`config.mk`:
```
export PLATFORM = sky130hd
export DESIGN_NAME = barometric_sensor_compensation_flat
export DESIGN_NICKNAME = d
export VERILOG_FILES = /design/src/design/bsc_pkg.sv /design/src/design/bsc_stream_if.sv /design/src/design/bsc_out_if.sv /design/src/design/bsc_div.sv /design/src/design/bsc_seq.sv /design/src/design/barometric_sensor_compensation.sv /design/src/flat_wrapper.sv
export SDC_FILE = /design/constraint.sdc
export NUM_CORES = 2
export LEC_CHECK = 0
export BUFFER_PORTS_ARGS = -buffer_cell sky130_fd_sc_hd__buf_2
export CAP_MARGIN = 15
export CORE_AREA = 2 2 343 345
export DETAILED_ROUTE_END_ITERATION = 10
export DIE_AREA = 0 0 345 347
export PLACE_DENSITY = 0.68
export SLEW_MARGIN = 15
export SYNTH_ARGS = -nofsm -noshare
export SYNTH_HDL_FRONTEND = slang
export SYNTH_SLANG_ARGS = --single-unit
```
`constraint.sdc`:
```
create_clock -name clk -period 11.42 [get_ports clk]
set_input_delay 2.855 -clock clk [delete_from_list [all_inputs] [get_ports clk]]
set_output_delay 2.855 -clock clk [all_outputs]
set_load 0.005 [all_outputs]
```
`src/design/bsc_pkg.sv`:
```
package bsc_pkg;

  localparam int unsigned CfgAddrW = 5;

  typedef enum logic [2:0] {
    REG_AC1_AC2 = 3'd0,
    REG_AC3_AC4 = 3'd1,
    REG_AC5_AC6 = 3'd2,
    REG_B1_B2   = 3'd3,
    REG_MC_MD   = 3'd4
  } reg_idx_t;

  localparam logic [31:0] B6_OFFSET  = 32'd4000;
  localparam logic [31:0] X3_BIAS    = 32'd32768;
  localparam logic [31:0] B7_SCALE   = 32'd50000;
  localparam logic [31:0] P_COEF_1   = 32'd3038;
  localparam logic [31:0] P_COEF_2   = 32'hFFFF_E343;  // -7357
  localparam logic [31:0] P_BIAS     = 32'd3791;

  typedef struct packed {
    logic [31:0] ac1_ac2;
    logic [31:0] ac3_ac4;
    logic [31:0] ac5_ac6;
    logic [31:0] b1_b2;
    logic [31:0] mc_md;
  } cal_t;

  // divider handshake
  typedef struct packed {
    logic        start;
    logic        sgn;     // signed truncating division
    logic [31:0] num;
    logic [31:0] den;
  } div_req_t;

  typedef struct packed {
    logic        busy;
    logic        done;
    logic [31:0] quo;
  } div_rsp_t;

  function automatic logic [31:0] sx16(input logic [15:0] v);
    return {{16{v[15]}}, v};
  endfunction

  function automatic logic [31:0] asr(input logic [31:0] v, input logic [4:0] n);
    return 32'($signed(v) >>> n);
  endfunction

endpackage

```
`src/design/bsc_stream_if.sv`:
```
interface bsc_in_if;
  logic        valid;
  logic        ready;
  logic        kind;
  logic [15:0] raw_reading;
  modport source (output valid, kind, raw_reading, input ready);
  modport sink (input valid, kind, raw_reading, output ready);
endinterface

```
`src/design/bsc_out_if.sv`:
```
interface bsc_out_if;
  logic        valid;
  logic        ready;
  logic        result_kind;
  logic [31:0] compensated_value;
  logic        divide_error;
  modport source (output valid, result_kind, compensated_value, divide_error, input ready);
  modport sink (input valid, result_kind, compensated_value, divide_error, output ready);
endinterface

```
`src/design/bsc_div.sv`:
```
module bsc_div (
  input  logic             clk,
  input  logic             rst_n,
  input  bsc_pkg::div_req_t req,
  output bsc_pkg::div_rsp_t rsp
);
  import bsc_pkg::*;

  logic [31:0] rem_r, rem_nxt;
  logic [31:0] quo_r, quo_nxt;
  logic [31:0] den_r, den_nxt;
  logic [5:0]  cnt_r, cnt_nxt;
  logic        neg_r, neg_nxt;
  logic        busy_r, busy_nxt;
  logic        done_r, done_nxt;
  logic [32:0] trial;
  logic [32:0] shifted;

  always_comb begin
    rem_nxt  = rem_r;
    quo_nxt  = quo_r;
    den_nxt  = den_r;
    cnt_nxt  = cnt_r;
    neg_nxt  = neg_r;
    busy_nxt = busy_r;
    done_nxt = 1'b0;
    shifted  = {rem_r, quo_r[31]};
    trial    = shifted - {1'b0, den_r};
    if (req.start) begin
      busy_nxt = 1'b1;
      cnt_nxt  = 6'd32;
      rem_nxt  = '0;
      if (req.sgn) begin
        quo_nxt = req.num[31] ? (32'd0 - req.num) : req.num;
        den_nxt = req.den[31] ? (32'd0 - req.den) : req.den;
        neg_nxt = req.num[31] ^ req.den[31];
      end else begin
        quo_nxt = req.num;
        den_nxt = req.den;
        neg_nxt = 1'b0;
      end
    end else if (busy_r) begin
      if (!trial[32]) begin
        rem_nxt = trial[31:0];
        quo_nxt = {quo_r[30:0], 1'b1};
      end else begin
        rem_nxt = shifted[31:0];
        quo_nxt = {quo_r[30:0], 1'b0};
      end
      cnt_nxt = cnt_r - 6'd1;
      if (cnt_r == 6'd1) begin
        busy_nxt = 1'b0;
        done_nxt = 1'b1;
      end
    end
  end

  always_ff @(posedge clk) begin
    rem_r <= rem_nxt;
    quo_r <= quo_nxt;
    den_r <= den_nxt;
    neg_r <= neg_nxt;
    if (!rst_n) begin
      busy_r <= 1'b0;
      done_r <= 1'b0;
      cnt_r  <= '0;
    end else begin
      busy_r <= busy_nxt;
      done_r <= done_nxt;
      cnt_r  <= cnt_nxt;
    end
  end

  assign rsp.busy = busy_r;
  assign rsp.done = done_r;
  assign rsp.quo  = neg_r ? (32'd0 - quo_r) : quo_r;

  a_done_after_busy: assert property (@(posedge clk) disable iff (!rst_n)
    done_r |-> $past(busy_r)) else $error("divider done without run");
  a_no_start_busy: assert property (@(posedge clk) disable iff (!rst_n)
    busy_r |-> !req.start) else $error("divider restarted while busy");
  a_cnt_zero_idle: assert property (@(posedge clk) disable iff (!rst_n)
    !busy_r |=> (cnt_r == 6'd0) || busy_r) else $error("divider count left over");
endmodule

```
`src/design/bsc_seq.sv`:
```
module bsc_seq (
  input  logic              clk,
  input  logic              rst_n,
  input  bsc_pkg::cal_t     cal,
  bsc_in_if.sink            in_ch,
  bsc_out_if.source         out_ch,
  output bsc_pkg::div_req_t dreq,
  input  bsc_pkg::div_rsp_t drsp
);
  import bsc_pkg::*;

  typedef enum logic [8:0] {
    S_IDLE  = 9'b000000001,
    S_MUL   = 9'b000000010,
    S_DIVGO = 9'b000000100,
    S_DIVW  = 9'b000001000,
    S_POST  = 9'b000010000,
    S_OUT   = 9'b000100000,
    S_PMUL  = 9'b001000000,
    S_PDIVW = 9'b010000000,
    S_PFIN  = 9'b100000000
  } state_t;

  state_t      state_r, state_nxt;
  logic [4:0]  step_r, step_nxt;
  logic        kind_r, kind_nxt;
  logic [31:0] raw_r, raw_nxt;
  logic [31:0] b5_r, b5_nxt;
  // scratch registers
  logic [31:0] x1_r, x1_nxt, x2_r, x2_nxt, sq_r, sq_nxt, b3_r, b3_nxt;
  logic [31:0] b4_r, b4_nxt, b7_r, b7_nxt, p_r, p_nxt;
  logic [31:0] mp_r, mp_nxt;
  logic [31:0] res_r, res_nxt;
  logic        err_r, err_nxt;
  logic        ovld_r, ovld_nxt;
  logic [31:0] ma, mb, mprod;

  logic [31:0] ac1, ac2, ac3, ac4, ac5, ac6, b1, b2, mc, md, b6;
  assign ac1 = sx16(cal.ac1_ac2[31:16]);
  assign ac2 = sx16(cal.ac1_ac2[15:0]);
  assign ac3 = sx16(cal.ac3_ac4[31:16]);
  assign ac4 = {16'd0, cal.ac3_ac4[15:0]};
  assign ac5 = {16'd0, cal.ac5_ac6[31:16]};
  assign ac6 = {16'd0, cal.ac5_ac6[15:0]};
  assign b1  = sx16(cal.b1_b2[31:16]);
  assign b2  = sx16(cal.b1_b2[15:0]);
  assign mc  = sx16(cal.mc_md[31:16]);
  assign md  = sx16(cal.mc_md[15:0]);
  assign b6  = b5_r - B6_OFFSET;

  // operand select for the one shared multiplier
  always_comb begin
    ma = '0;
    mb = '0;
    if (state_r == S_MUL) begin
      if (kind_r == 1'b0) begin
        ma = raw_r - ac6; mb = ac5;
      end else begin
        case (step_r)
          5'd0: begin ma = b6;  mb = b6;  end
          5'd1: begin ma = b2;  mb = sq_r; end
          5'd2: begin ma = ac2; mb = b6;  end
          5'd3: begin ma = ac3; mb = b6;  end
          5'd4: begin ma = b1;  mb = sq_r; end
          5'd5: begin ma = ac4; mb = mp_r; end
          5'd6: begin ma = raw_r - b3_r; mb = B7_SCALE; end
          default: begin ma = '0; mb = '0; end
        endcase
      end
    end else if (state_r == S_PMUL) begin
      case (step_r)
        5'd0: begin ma = asr(p_r, 5'd8); mb = asr(p_r, 5'd8); end
        5'd1: begin ma = mp_r; mb = P_COEF_1; end
        5'd2: begin ma = P_COEF_2; mb = p_r; end
        default: begin ma = '0; mb = '0; end
      endcase
    end
  end
  assign mprod = 32'(ma * mb);

  always_comb begin
    state_nxt = state_r;
    step_nxt  = step_r;
    kind_nxt  = kind_r;
    raw_nxt   = raw_r;
    b5_nxt    = b5_r;
    x1_nxt = x1_r; x2_nxt = x2_r; sq_nxt = sq_r; b3_nxt = b3_r;
    b4_nxt = b4_r; b7_nxt = b7_r; p_nxt = p_r; mp_nxt = mp_r;
    res_nxt  = res_r;
    err_nxt  = err_r;
    ovld_nxt = ovld_r;
    dreq     = '0;
    if (ovld_r && out_ch.ready) ovld_nxt = 1'b0;
    case (state_r)
      S_IDLE: begin
        if (in_ch.valid) begin
          kind_nxt  = in_ch.kind;
          raw_nxt   = {16'd0, in_ch.raw_reading};
          step_nxt  = '0;
          state_nxt = S_MUL;
        end
      end
      S_MUL: begin
        step_nxt = step_r + 5'd1;
        if (kind_r == 1'b0) begin
          x1_nxt    = asr(mprod, 5'd15);
          state_nxt = S_DIVGO;
        end else begin
          case (step_r)
            5'd0: sq_nxt = asr(mprod, 5'd12);
            5'd1: x1_nxt = asr(mprod, 5'd11);
            5'd2: begin
              x2_nxt = asr(mprod, 5'd11);
              b3_nxt = asr((ac1 << 2) + x1_r + asr(mprod, 5'd11) + 32'd2, 5'd2);
            end
            5'd3: x1_nxt = asr(mprod, 5'd13);
            5'd4: mp_nxt = asr(x1_r + asr(mprod, 5'd16) + 32'd2, 5'd2) + X3_BIAS;
            5'd5: b4_nxt = mprod >> 15;
            default: begin
              b7_nxt    = mprod;
              state_nxt = S_DIVGO;
            end
          endcase
        end
      end
      S_DIVGO: begin
        if (kind_r == 1'b0) begin
          x2_nxt = x1_r + md;
          if (x2_nxt == 32'd0) begin
            err_nxt = 1'b1; res_nxt = '0; state_nxt = S_OUT;
          end else begin
            dreq.start = 1'b1; dreq.sgn = 1'b1;
            dreq.num = mc << 11; dreq.den = x2_nxt;
            state_nxt = S_DIVW;
          end
        end else if (b4_r == 32'd0) begin
          err_nxt = 1'b1; res_nxt = '0; state_nxt = S_OUT;
        end else begin
          dreq.start = 1'b1; dreq.sgn = 1'b0;
          dreq.num = b7_r[31] ? b7_r : (b7_r << 1);
          dreq.den = b4_r;
          state_nxt = S_PDIVW;
        end
      end
      S_DIVW: begin
        if (drsp.done) begin
          b5_nxt    = x1_r + drsp.quo;
          state_nxt = S_POST;
        end
      end
      S_POST: begin
        res_nxt   = asr(b5_r + 32'd8, 5'd4);
        err_nxt   = 1'b0;
        state_nxt = S_OUT;
      end
      S_PDIVW: begin
        if (drsp.done) begin
          p_nxt     = b7_r[31] ? (drsp.quo << 1) : drsp.quo;
          step_nxt  = '0;
          state_nxt = S_PMUL;
        end
      end
      S_PMUL: begin
        step_nxt = step_r + 5'd1;
        case (step_r)
          5'd0: mp_nxt = mprod;
          5'd1: x1_nxt = asr(mprod, 5'd16);
          default: begin
            x2_nxt    = asr(mprod, 5'd16);
            state_nxt = S_PFIN;
          end
        endcase
      end
      S_PFIN: begin
        res_nxt   = p_r + asr(x1_r + x2_r + P_BIAS, 5'd4);
        err_nxt   = 1'b0;
        state_nxt = S_OUT;
      end
      S_OUT: begin
        if (!ovld_r || out_ch.ready) begin
          ovld_nxt  = 1'b1;
          state_nxt = S_IDLE;
        end
      end
      default: state_nxt = S_IDLE;
    endcase
  end

  always_ff @(posedge clk) begin
    raw_r <= raw_nxt; x1_r <= x1_nxt; x2_r <= x2_nxt; sq_r <= sq_nxt;
    b3_r <= b3_nxt; b4_r <= b4_nxt; b7_r <= b7_nxt; p_r <= p_nxt;
    mp_r <= mp_nxt; res_r <= res_nxt; err_r <= err_nxt;
    kind_r <= kind_nxt; step_r <= step_nxt;
    if (!rst_n) begin
      state_r <= S_IDLE;
      ovld_r  <= 1'b0;
      b5_r    <= '0;
    end else begin
      state_r <= state_nxt;
      ovld_r  <= ovld_nxt;
      b5_r    <= b5_nxt;
    end
  end

  // result register holds one word so the next item starts while it waits
  logic        okind_r;
  logic [31:0] oval_r;
  logic        oerr_r;
  always_ff @(posedge clk) begin
    if (state_r == S_OUT && (!ovld_r || out_ch.ready)) begin
      okind_r <= kind_r;
      oval_r  <= res_r;
      oerr_r  <= err_r;
    end
  end

  assign in_ch.ready              = (state_r == S_IDLE);
  assign out_ch.valid             = ovld_r;
  assign out_ch.result_kind       = okind_r;
  assign out_ch.compensated_value = oval_r;
  assign out_ch.divide_error      = oerr_r;

  a_div_wait: assert property (@(posedge clk) disable iff (!rst_n)
    drsp.done |-> (state_r == S_DIVW || state_r == S_PDIVW))
    else $error("quotient arrived outside a wait state");
  a_b5_only_temp: assert property (@(posedge clk) disable iff (!rst_n)
    (b5_r != $past(b5_r)) |-> $past(state_r == S_DIVW))
    else $error("b5 changed outside temperature path");
  a_out_hold: assert property (@(posedge clk) disable iff (!rst_n)
    (ovld_r && !out_ch.ready) |=> ovld_r && $stable(oval_r))
    else $error("pending result lost");
endmodule

```
`src/design/barometric_sensor_compensation.sv`:
```
// Barometric sensor compensation: takes raw 16-bit temperature or pressure
// words and applies the integer datasheet compensation with oversampling
// zero. Calibration words are five 32-bit APB registers at 0x00..0x10.
// A temperature word yields 0.1 degC and stores b5 for later pressure words;
// a pressure word yields pascals. A zero divisor sets divide_error and value 0.
// One word is worked at a time through one shared 32x32 multiplier and one
// radix-2 divider of 32 steps; the multiply steps of a word run one by one.
// in_ready is high only while the sequencer is idle; a finished result sits in
// an output register so the next word may be taken before it is consumed.
module barometric_sensor_compensation (
  input  logic                          clk,
  input  logic                          rst_n,
  bsc_in_if.sink                        in_ch,
  bsc_out_if.source                     out_ch,
  input  logic                          cfg_psel,
  input  logic                          cfg_penable,
  input  logic                          cfg_pwrite,
  input  logic [bsc_pkg::CfgAddrW-1:0]  cfg_paddr,
  input  logic [31:0]                   cfg_pwdata,
  output logic [31:0]                   cfg_prdata,
  output logic                          cfg_pready
);
  import bsc_pkg::*;

  cal_t     cal_r;
  div_req_t dreq;
  div_rsp_t drsp;
  logic     wr_en;
  reg_idx_t widx;

  assign cfg_pready = 1'b1;
  assign wr_en = cfg_psel && cfg_penable && cfg_pwrite;
  assign widx  = reg_idx_t'(cfg_paddr[4:2]);

  // calibration register file
  always_ff @(posedge clk) begin
    if (!rst_n) begin
      cal_r <= '0;
    end else if (wr_en) begin
      case (widx)
        REG_AC1_AC2: cal_r.ac1_ac2 <= cfg_pwdata;
        REG_AC3_AC4: cal_r.ac3_ac4 <= cfg_pwdata;
        REG_AC5_AC6: cal_r.ac5_ac6 <= cfg_pwdata;
        REG_B1_B2:   cal_r.b1_b2   <= cfg_pwdata;
        REG_MC_MD:   cal_r.mc_md   <= cfg_pwdata;
        default: ;
      endcase
    end
  end

  always_comb begin
    case (reg_idx_t'(cfg_paddr[4:2]))
      REG_AC1_AC2: cfg_prdata = cal_r.ac1_ac2;
      REG_AC3_AC4: cfg_prdata = cal_r.ac3_ac4;
      REG_AC5_AC6: cfg_prdata = cal_r.ac5_ac6;
      REG_B1_B2:   cfg_prdata = cal_r.b1_b2;
      REG_MC_MD:   cfg_prdata = cal_r.mc_md;
      default:     cfg_prdata = '0;
    endcase
  end

  bsc_div u_div (.clk(clk), .rst_n(rst_n), .req(dreq), .rsp(drsp));

  bsc_seq u_seq (
    .clk(clk), .rst_n(rst_n), .cal(cal_r),
    .in_ch(in_ch), .out_ch(out_ch), .dreq(dreq), .drsp(drsp)
  );
endmodule
```
`src/flat_wrapper.sv`:
```
// flat-port wrapper written by rule: the top's interface ports become plain ports
module barometric_sensor_compensation_flat import bsc_pkg::*;
  (clk, rst_n, cfg_psel, cfg_penable, cfg_pwrite, cfg_paddr, cfg_pwdata, cfg_prdata, cfg_pready, in_ch_valid, in_ch_kind, in_ch_raw_reading, in_ch_ready, out_ch_valid, out_ch_result_kind, out_ch_compensated_value, out_ch_divide_error, out_ch_ready);
  bsc_in_if in_ch_i ();
  bsc_out_if out_ch_i ();
  input  logic clk;
  input  logic rst_n;
  input  logic cfg_psel;
  input  logic cfg_penable;
  input  logic cfg_pwrite;
  input  logic [bsc_pkg::CfgAddrW-1:0] cfg_paddr;
  input  logic [31:0] cfg_pwdata;
  output logic [31:0] cfg_prdata;
  output logic cfg_pready;
  input wire logic [$bits(in_ch_i.valid)-1:0] in_ch_valid;
  input wire logic [$bits(in_ch_i.kind)-1:0] in_ch_kind;
  input wire logic [$bits(in_ch_i.raw_reading)-1:0] in_ch_raw_reading;
  output wire logic [$bits(in_ch_i.ready)-1:0] in_ch_ready;
  output wire logic [$bits(out_ch_i.valid)-1:0] out_ch_valid;
  output wire logic [$bits(out_ch_i.result_kind)-1:0] out_ch_result_kind;
  output wire logic [$bits(out_ch_i.compensated_value)-1:0] out_ch_compensated_value;
  output wire logic [$bits(out_ch_i.divide_error)-1:0] out_ch_divide_error;
  input wire logic [$bits(out_ch_i.ready)-1:0] out_ch_ready;
  assign in_ch_i.valid = in_ch_valid;
  assign in_ch_i.kind = in_ch_kind;
  assign in_ch_i.raw_reading = in_ch_raw_reading;
  assign in_ch_ready = in_ch_i.ready;
  assign out_ch_valid = out_ch_i.valid;
  assign out_ch_result_kind = out_ch_i.result_kind;
  assign out_ch_compensated_value = out_ch_i.compensated_value;
  assign out_ch_divide_error = out_ch_i.divide_error;
  assign out_ch_i.ready = out_ch_ready;
  barometric_sensor_compensation u_core (.clk(clk), .rst_n(rst_n), .in_ch(in_ch_i), .out_ch(out_ch_i), .cfg_psel(cfg_psel), .cfg_penable(cfg_penable), .cfg_pwrite(cfg_pwrite), .cfg_paddr(cfg_paddr), .cfg_pwdata(cfg_pwdata), .cfg_prdata(cfg_prdata), .cfg_pready(cfg_pready));
endmodule
```
Yosys cells after proc, flatten, opt, wreduce, memory -nomap -nowiden
Cells that the tools add are included.
{"block": "word_totals", "output_inout_bits": 69, "input_bits": 61, "wordCells": 207, "ff_bits": 623}
{"block": "classes", "n_addsub": 21, "n_eq_ne": 35, "n_bitwise": 4, "n_mux": 70, "n_reduce_logical": 43, "multipliers": 1}
{"operator": "2-to-1 mux 32 bit", "count": 28}
{"operator": "one-hot mux 32 bit (3 select lines)", "count": 4}
{"operator": "2-to-1 mux 66 bit", "count": 4}
{"operator": "adder 32 bit", "count": 7}
{"operator": "one-hot mux 32 bit (7 select lines)", "count": 1}
{"operator": "one-hot mux 32 bit (2 select lines)", "count": 3}
{"operator": "one-hot mux 32 bit (5 select lines)", "count": 1}
{"operator": "one-hot mux 32 bit (4 select lines)", "count": 1}
{"operator": "subtractor 1 x 32 -> 32 bit, first input constant", "count": 3}
{"operator": "2-to-1 mux 9 bit", "count": 8}
{"operator": "one-hot mux 9 bit (8 select lines)", "count": 1}
{"operator": "adder 32 x 2 -> 32 bit, second input constant", "count": 2}
{"operator": "logical NOT 32 bit", "count": 2}
{"operator": "subtractor 33 x 32 -> 33 bit", "count": 1}
{"operator": "adder 32 x 12 -> 32 bit, second input constant", "count": 1}
{"operator": "adder 32 x 4 -> 32 bit, second input constant", "count": 1}
{"operator": "multiplier 32 x 32 -> 32 bit", "count": 1}
{"operator": "subtractor 32 x 12 -> 32 bit, second input constant", "count": 1}
{"operator": "adder 30 x 17 -> 31 bit, second input constant", "count": 1}
{"operator": "subtractor 17 x 30 -> 31 bit", "count": 1}
{"operator": "AND reduction 3 bit", "count": 8}
{"operator": "2-to-1 mux 6 bit", "count": 3}
{"operator": "subtractor 16 x 16 -> 17 bit", "count": 1}
{"operator": "AND reduction 2 bit", "count": 8}
{"operator": "other kinds (42)", "count": 82}

Logic depth before layout (Yosys ltp)
{"block": "logic_depth", "ltp_word": 12, "depth_mapped": 56, "mapped_depth_nobuf": 53}

By module
A second synthesis with hierarchy kept.
{"block": "unflattened", "cells_unflattened": 6505, "area_unflattened_um2": 58060.7}
{"mod": "bsc_seq", "cells_each": 4882, "seq_area_each_um2": 9999.6, "area_per_inst_um2": 43224.0, "instances": 1}
{"mod": "bsc_div", "cells_each": 904, "seq_area_each_um2": 2752.6, "area_per_inst_um2": 7668.6, "instances": 1}
{"mod": "barometric_sensor_compensation", "cells_each": 719, "seq_area_each_um2": 3203.1, "area_per_inst_um2": 7168.1, "instances": 1}

Worst setup path after synthesis
No wires, ideal clock.
{"block": "synth_timing", "path_kind": "reg2reg", "startpoint": "register u_core.u_seq.step_r[0]", "endpoint": "register u_core.u_seq.mp_r[26], data pin", "setup_ps": 256, "arrival_time_ps": 12384, "synth_period_minus_slack_ps": 12640, "required_ps": 11164, "stages_incl_launch_ff": 52, "path_buffers": 9, "path_slack_ps": -1220, "cell_sequence": "edfxtp_1 > ha_1 > clkbuf_1 > or3_1 > nand3_1 > clkbuf_1 > buf_2 > buf_1 > buf_2 > buf_1 > buf_1 > o22a_1 > clkbuf_1 > buf_1 > nor2_1 > fa_1 > fa_1 > fa_1 > (+16 left out) > inv_1 > ha_1 > ha_1 > nor2b_1 > o21ai_0 > a21boi_0 > o21ai_0 > a21boi_0 > o21a_1 > o21ai_0 > a21o_1 > a21boi_0 > o21ai_0 > nor4b_1 > nand4b_1 > nor3_1 > or3_1 > nand2_1"}
{"block": "synth_between", "elab_chain_len": 12, "elab_cells_between_ends": 27, "classes_between": "add/sub (3); mul (1); eq/ne (6); mux (14); reduce/logical (3)"}
{"element": "start, declared", "line": "bsc_seq.sv:25", "source": "logic [4:0] step_r, step_nxt;"}
{"element": "start signal, assigned", "line": "bsc_seq.sv:193", "source": "kind_r <= kind_nxt; step_r <= step_nxt;"}
{"element": "equality test 5 x 2 -> 1 bit, or another cell as far along", "line": "bsc_seq.sv:59, bsc_seq.sv:71"}
{"element": "OR reduction 3 bit (no line) or OR reduction 2 bit (tied branches)"}
{"element": "one-hot mux 32 bit (4 select lines)", "line": "bsc_seq.sv:59", "source": "case (step_r)"}
{"element": "2-to-1 mux 32 bit", "line": "bsc_seq.sv:56", "source": "if (kind_r == 1'b0) begin"}
{"element": "2-to-1 mux 32 bit", "line": "bsc_seq.sv:55", "source": "if (state_r == S_MUL) begin"}
{"element": "multiplier 32 x 32 -> 32 bit (*)", "line": "bsc_seq.sv:79", "source": "assign mprod = 32'(ma * mb);"}
{"element": "via u_core.u_seq.mprod[19]", "line": "bsc_seq.sv:36", "source": "logic [31:0] ma, mb, mprod;"}
{"element": "adder 32 bit (*)", "line": "bsc_seq.sv:117", "source": "5'd4: mp_nxt = asr(x1_r + asr(mprod, 5'd16) + 32'd2, 5'd2) + X3_BIAS;"}
{"element": "adder 32 x 2 -> 32 bit (*)", "line": "bsc_seq.sv:117"}
{"element": "adder 30 x 17 -> 31 bit (*)", "line": "bsc_seq.sv:117"}
{"element": "2-to-1 mux 32 bit (*)", "line": "bsc_seq.sv:109", "source": "case (step_r)"}
{"element": "2-to-1 mux 32 bit (*)", "line": "bsc_seq.sv:105", "source": "if (kind_r == 1'b0) begin"}
{"element": "one-hot mux 32 bit (2 select lines) (*)", "line": "bsc_seq.sv:94", "source": "case (state_r)"}
{"element": "via u_core.u_seq.mp_nxt[26]", "line": "bsc_seq.sv:32", "source": "logic [31:0] mp_r, mp_nxt;"}
{"element": "end signal, assigned", "line": "bsc_seq.sv:192", "source": "mp_r <= mp_nxt; res_r <= res_nxt; err_r <= err_nxt;"}
{"element": "end, declared", "line": "bsc_seq.sv:32"}
The timed path passes the listed nets; every way through them passes the cells marked *. The select of a mux whose other input is x is not followed.
A chain may end at the register's enable or synchronous reset.

Worst setup path in the final report
{"block": "layout_timing", "startpoint": "register u_core.u_seq.raw_r[0]", "endpoint": "register u_core.u_seq.mp_r[18], data pin"}
{"block": "layout_between", "elab_chain_len": 11, "elab_cells_between_ends": 13, "classes_between": "add/sub (5); mul (1); mux (7)"}
{"element": "start, declared", "line": "bsc_seq.sv:27", "source": "logic [31:0] raw_r, raw_nxt;"}
{"element": "start signal, assigned", "line": "bsc_seq.sv:190", "source": "raw_r <= raw_nxt; x1_r <= x1_nxt; x2_r <= x2_nxt; sq_r <= sq_nxt;"}
{"element": "subtractor 17 x 30 -> 31 bit", "line": "bsc_seq.sv:66", "source": "5'd6: begin ma = raw_r - b3_r; mb = B7_SCALE; end"}
{"element": "one-hot mux 32 bit (7 select lines)", "line": "bsc_seq.sv:59"}
{"element": "2-to-1 mux 32 bit (*)", "line": "bsc_seq.sv:56"}
{"element": "2-to-1 mux 32 bit (*)", "line": "bsc_seq.sv:55"}
{"element": "multiplier 32 x 32 -> 32 bit (*)", "line": "bsc_seq.sv:79"}
{"element": "via u_core.u_seq.mprod[23]", "line": "bsc_seq.sv:36"}
{"element": "adder 32 bit (*)", "line": "bsc_seq.sv:117"}
{"element": "adder 32 x 2 -> 32 bit (*)", "line": "bsc_seq.sv:117"}
{"element": "adder 30 x 17 -> 31 bit (*)", "line": "bsc_seq.sv:117"}
{"element": "2-to-1 mux 32 bit (*)", "line": "bsc_seq.sv:109"}
{"element": "2-to-1 mux 32 bit (*)", "line": "bsc_seq.sv:105"}
{"element": "one-hot mux 32 bit (2 select lines) (*)", "line": "bsc_seq.sv:94"}
{"element": "via u_core.u_seq.mp_nxt[18]", "line": "bsc_seq.sv:32"}
Marked as above.

==> metrics.txt <==
# TYPE chip_impl_metric gauge
chip_impl_info{name="cts_root_buf",value="clkbuf_16"} 1
chip_impl_metric{name="setup-violations-final",unit=""} 41
chip_impl_metric{name="total_number_of_clock_tree_sinks",unit=""} 612
chip_impl_metric{name="max_slew.worst_pin.slew",unit="ns"} 1.225
chip_impl_metric{name="grt_use_met1",unit=""} 0.4980
chip_impl_metric{name="cts.reportedPaths.clkPinSlew",unit="ns"} 0.07
chip_impl_metric{name="io_pins",unit=""} 130
chip_impl_metric{name="core_area",unit="um2"} 115700
chip_impl_info{name="synth.area.top_cells",value="edfxtp_1 19%, fa_1 15%, ha_1 8.8%"} 1
chip_impl_metric{name="floorplan.die_area",unit="um2"} 119700
chip_impl_metric{name="synth-seq-cells",unit=""} 612
chip_impl_metric{name="instances_no_fill",unit=""} 9183
chip_impl_metric{name="synth_enable_flop_cells",unit=""} 370
chip_impl_metric{name="power.density",unit="nW/um2"} 131.7
chip_impl_metric{name="worst_skew_pair.late_latency",unit="ns"} 0.68
chip_impl_metric{name="timing.critical_path.slowest_cell_delay",unit="ns"} 0.56
chip_impl_info{name="critical_path.reg2reg.startpoint",value="u_core.u_seq.raw_r[0]$_DFFE_PP_"} 1
chip_impl_metric{name="critical_path.n_buffers_inverters",unit=""} 23
chip_impl_metric{name="max_cap_viol_count",unit=""} 0
chip_impl_metric{name="synth_area",unit="um2"} 57600
chip_impl_metric{name="worst-r2r-cell-count",unit=""} 63
chip_impl_metric{name="die-width",unit="um"} 345
chip_impl_metric{name="gpl.final_weighted_congestion",unit=""} 1.048
chip_impl_info{name="grt_busiest_layer",value="met2"} 1
chip_impl_info{name="worst_path_most_repeated_cell",value="inv_2"} 1
chip_impl_info{name="result_of_the_run",value="finished, violations left"} 1
chip_impl_metric{name="worstPathMaxFanout",unit=""} 5
chip_impl_info{name="hold_start",value="u_core.u_seq.res_r[17]$_DFFE_PP_"} 1
chip_impl_info{name="critPathSlowestCell",value="fa_1"} 1
chip_impl_metric{name="layout_worst_path_cycle_share",unit=""} 1.079
chip_impl_info{name="ys_dominant_reg_cell",value="edfxtp_1"} 1
chip_impl_metric{name="synth.yosys.warnings",unit=""} 0
chip_impl_metric{name="drc",unit=""} 0
chip_impl_metric{name="max_clock_buf_depth",unit=""} 3
chip_impl_metric{name="timing.clock.skew",unit="ns"} 0.07338
chip_impl_info{name="critical-path-top-delay-family",value="adder cells"} 1
chip_impl_metric{name="timing.final.crit_period",unit="ns"} 12.32
chip_impl_info{name="unrepaired_setup_endpoints_after_global_routing",value="true"} 1
chip_impl_metric{name="timing.slew.headroom",unit=""} 0.1832
chip_impl_info{name="worst-setup-path-type",value="flip-flop to flip-flop"} 1
chip_impl_metric{name="gr-usage-all-layers",unit=""} 0.3831
chip_impl_metric{name="first_global_vias",unit=""} 53200
chip_impl_metric{name="fmax",unit="MHz"} 81.16
chip_impl_metric{name="relative_area_change_from_synthesis_to_final_layout",unit="%"} 25.46
chip_impl_metric{name="antenna_left",unit=""} 0
chip_impl_metric{name="grt_util_met2",unit=""} 0.5771
chip_impl_metric{name="placed_cells_incl_taps",unit=""} 8944
chip_impl_metric{name="drv_slew",unit=""} 0
chip_impl_metric{name="std_cell_rows",unit=""} 125
chip_impl_metric{name="synth_seq_area_share",unit=""} 0.2770
chip_impl_metric{name="cts_buffers",unit=""} 74
chip_impl_metric{name="syn_avg_cell_area",unit="um2"} 8.621
chip_impl_metric{name="initial_utilization",unit=""} 0.4976
chip_impl_metric{name="avgRoutedWirePerCell",unit="um"} 25.50
chip_impl_metric{name="drive_gt1_frac",unit=""} 0.2261
chip_impl_metric{name="hold-path-cell-count",unit=""} 0
chip_impl_metric{name="via_count",unit=""} 55280
chip_impl_metric{name="layout_setup_ws",unit="ns"} -0.9014
chip_impl_metric{name="global_route_wire_length_before_repair",unit="um"} 341600
chip_impl_metric{name="arrival",unit="ns"} 12.75
chip_impl_metric{name="port_bufs",unit=""} 126
chip_impl_metric{name="leakagePower",unit="nW"} 30.95
chip_impl_metric{name="dr.first_iter.drc_count",unit=""} 7004
chip_impl_metric{name="final_hold_violation_count",unit=""} 0
chip_impl_info{name="hold_end",value="u_core.u_seq.out_ch.compensated_value[17]$_DFFE_PP_"} 1
chip_impl_metric{name="postLayoutCoreUtil",unit=""} 0.6244
chip_impl_metric{name="hold-worst-slack",unit="ns"} 0.3897
chip_impl_info{name="critical_path.startpoint_type",value="flip-flop"} 1
chip_impl_info{name="worst_hold_path_type",value="flip-flop to flip-flop"} 1
chip_impl_metric{name="number_of_antenna_violations_at_the_first_check_in_global_routing",unit=""} 17
chip_impl_metric{name="global_route.overflow_total",unit=""} 0
chip_impl_metric{name="final_net_count",unit=""} 8492
chip_impl_metric{name="async_reset_ff_frac",unit=""} 0
chip_impl_metric{name="grt_use_met3",unit=""} 0.09386
chip_impl_metric{name="die-height",unit="um"} 347
chip_impl_metric{name="setup_total_negative_slack",unit="ns"} -22.78
chip_impl_metric{name="synth.top_cell.area_share",unit=""} 0.1929
chip_impl_info{name="synth.largest_area_cell",value="edfxtp_1"} 1
chip_impl_info{name="cts_tree",value="done"} 1
chip_impl_metric{name="via_per_inst",unit=""} 6.020
chip_impl_metric{name="drt_first_pass_iters",unit=""} 8
chip_impl_info{name="failed_checks",value="negative setup slack"} 1
chip_impl_metric{name="maximum_number_of_pins_on_one_net_before_global_route_repair",unit=""} 101
chip_impl_metric{name="wl",unit="um"} 234100
chip_impl_metric{name="syn_inst",unit=""} 6681
chip_impl_metric{name="place_hpwl",unit="um"} 187000
chip_impl_info{name="critical_path.reg2reg.endpoint",value="u_core.u_seq.mp_r[18]$_DFFE_PP_"} 1
chip_impl_metric{name="post_synth_num_cell_types",unit=""} 101
chip_impl_metric{name="cp.required",unit="ns"} 11.85
chip_impl_metric{name="setup.reg_to_reg.worst_slack",unit="ns"} -0.90
chip_impl_metric{name="n_fill_cell",unit=""} 9996
chip_impl_metric{name="cts.htree.levels",unit=""} 3
chip_impl_info{name="end_kind",value="flip-flop"} 1
chip_impl_metric{name="irDropWorstVdd",unit="mV"} 0.1733
how the worst max path moves through the flow:
stage | start | end | slack [ns] | depth (start not counted)
finish | u_core.u_seq.raw_r[0]$_DFFE_PP_ | u_core.u_seq.mp_r[18]$_DFFE_PP_ | -0.90 | 63
global route | u_core.u_seq.raw_r[0]$_DFFE_PP_ | u_core.u_seq.mp_r[24]$_DFFE_PP_ | -1.37 | 54
detailed placement | u_core.u_seq.raw_r[0]$_DFFE_PP_ | u_core.u_seq.mp_r[28]$_DFFE_PP_ | -1.31 | 51
floorplan | u_core.u_seq.raw_r[0]$_DFFE_PP_ | u_core.u_seq.mp_r[22]$_DFFE_PP_ | -0.09 | 49
global placement | u_core.u_seq.raw_r[0]$_DFFE_PP_ | u_core.u_seq.mp_r[27]$_DFFE_PP_ | -1.14 | 49
CTS | u_core.u_seq.raw_r[0]$_DFFE_PP_ | u_core.u_seq.mp_r[28]$_DFFE_PP_ | -0.70 | 53
layout make-up:
class	count	area, um2	area share
multi-input combinational	4915	39420	0.5455
sequential	612	15960	0.2208
timing repair buffer	1159	9183	0.1271
inverter	831	3134	0.04337
clock buffer	90	2014	0.02788
tap	1524	1907	0.02639
clock inverter	45	626.9	0.008675
antenna	7	17.52	0.0002424
timing repair:
action	in CTS	in global routing
setup endpoints to repair	45	44
pin swaps	144	123
buffers inserted	73	44
gates resized for setup	272	159
hold buffers	0	0
cells in the mapped netlist (13+ instances only):
cell type / count
a211oi_1: 39
or2_2: 35
ha_1: 403
nor3_1: 91
o31ai_1: 22
o21a_1: 47
a22oi_1: 125
nand2b_1: 76
o32ai_1: 13
and2_1: 46
nand3_1: 98
nor2b_1: 53
nand4_1: 25
o211ai_1: 49
nand2_1: 864
fa_1: 435
a221oi_1: 44
o21ai_0: 286
or3_1: 44
a21oi_1: 496
buf_2: 23
nor2_1: 585
inv_1: 829
mux2_2: 52
dfxtp_1: 242
or4_1: 17
a21o_1: 74
mux2i_1: 57
xnor2_1: 241
a21boi_0: 14
buf_1: 34
a211o_1: 15
clkbuf_1: 267
nor4_1: 23
o21bai_1: 19
edfxtp_1: 370
o22a_1: 16
xor2_1: 111
a31oi_1: 46
o22ai_1: 75
and3_1: 43
layout by cell type (no fill, tap or decap), types with 38 or more instances in the layout:
master       n
a21o_1      71
a21oi_1    457
a221oi_1    43
a22oi_1    124
and2_1      40
and3_1      39
buf_12      46
buf_2      126
buf_4      932
buf_6       51
clkbuf_16   76
dfxtp_1    241
edfxtp_1   370
fa_1       422
ha_1       358
ha_4        41
inv_1      786
inv_2       38
mux2_2      52
mux2i_1     57
nand2_1    852
nand2b_1    74
nand3_1     91
nor2_1     548
nor2b_1     46
nor3_1      83
o211ai_1    49
o21a_1      46
o21ai_0    254
o22ai_1     70
xnor2_1    226
xor2_1     105
through the flow:
stage / area, um2 / power (W) / worst slack (ns)
2_1_floorplan: 58050 / 0.005053 / -0.08698
3_3_place_gp: 66940 / 0.006593 / -1.144
3_5_place_dp: 66940 / 0.006659 / -1.311
4_1_cts: 71240 / 0.009345 / -0.6972
5_1_grt: 72250 / 0.009922 / -1.374
6_report: 72260 / 0.009519 / -0.9014
metal layers:
layer  up-vias  routed length (um)
li1      24700                   -
met1     26560               90250
met2      3261               99180
met3       748               27180
met4        16               17420
met5         -                 104
worst register-to-register path: cells and delay by family (launching register included):
kind / cells / cell delay [ns]
buffers and inverters: 23 / 2.33
DFF: 1 / 0.39
xor gates and xnor gates: 4 / 0.68
and+or+nand+nor: 4 / 0.56
adders and majority gates: 13 / 4.93
AOI/OAI and AO/OA: 19 / 3.18
cell families after synthesis:
group | count (synthesis) | share of synthesized area
buffers and inverters | 1158 | 0.07629
AOI/OAI and AO/OA | 1544 | 0.1713
and+or+nand+nor | 2056 | 0.1590
xor gates and xnor gates | 361 | 0.05698
adders and majority gates | 838 | 0.2387
DFF | 612 | 0.2770
muxes | 110 | 0.02046
other | 2 | 0.0001304
flip-flops by register name, summed over array words and instances (netlist names), 21 cells and up:
signal,cells
u_core.u_seq.mp_r,32
u_core.u_seq.p_r,32
u_core.u_div.den_r,32
u_core.u_seq.out_ch.compensated_value,32
u_core.u_seq.x1_r,21
u_core.u_seq.b7_r,32
u_core.u_div.rem_r,32
u_core.u_seq.b5_r,32
u_core.u_seq.x2_r,32
u_core.u_seq.res_r,32
u_core.u_seq.b3_r,30
u_core.cal_r,160
u_core.u_div.quo_r,32
report_power, final:
group          internal [W]  switching [W]  total [W]
combinational       0.00180        0.00244    0.00424
clock               0.00151        0.00106    0.00256
sequential          0.00256       0.000159    0.00271
total               0.00586        0.00365    0.00952
Note: power is estimated with default switching activity, not from simulation.
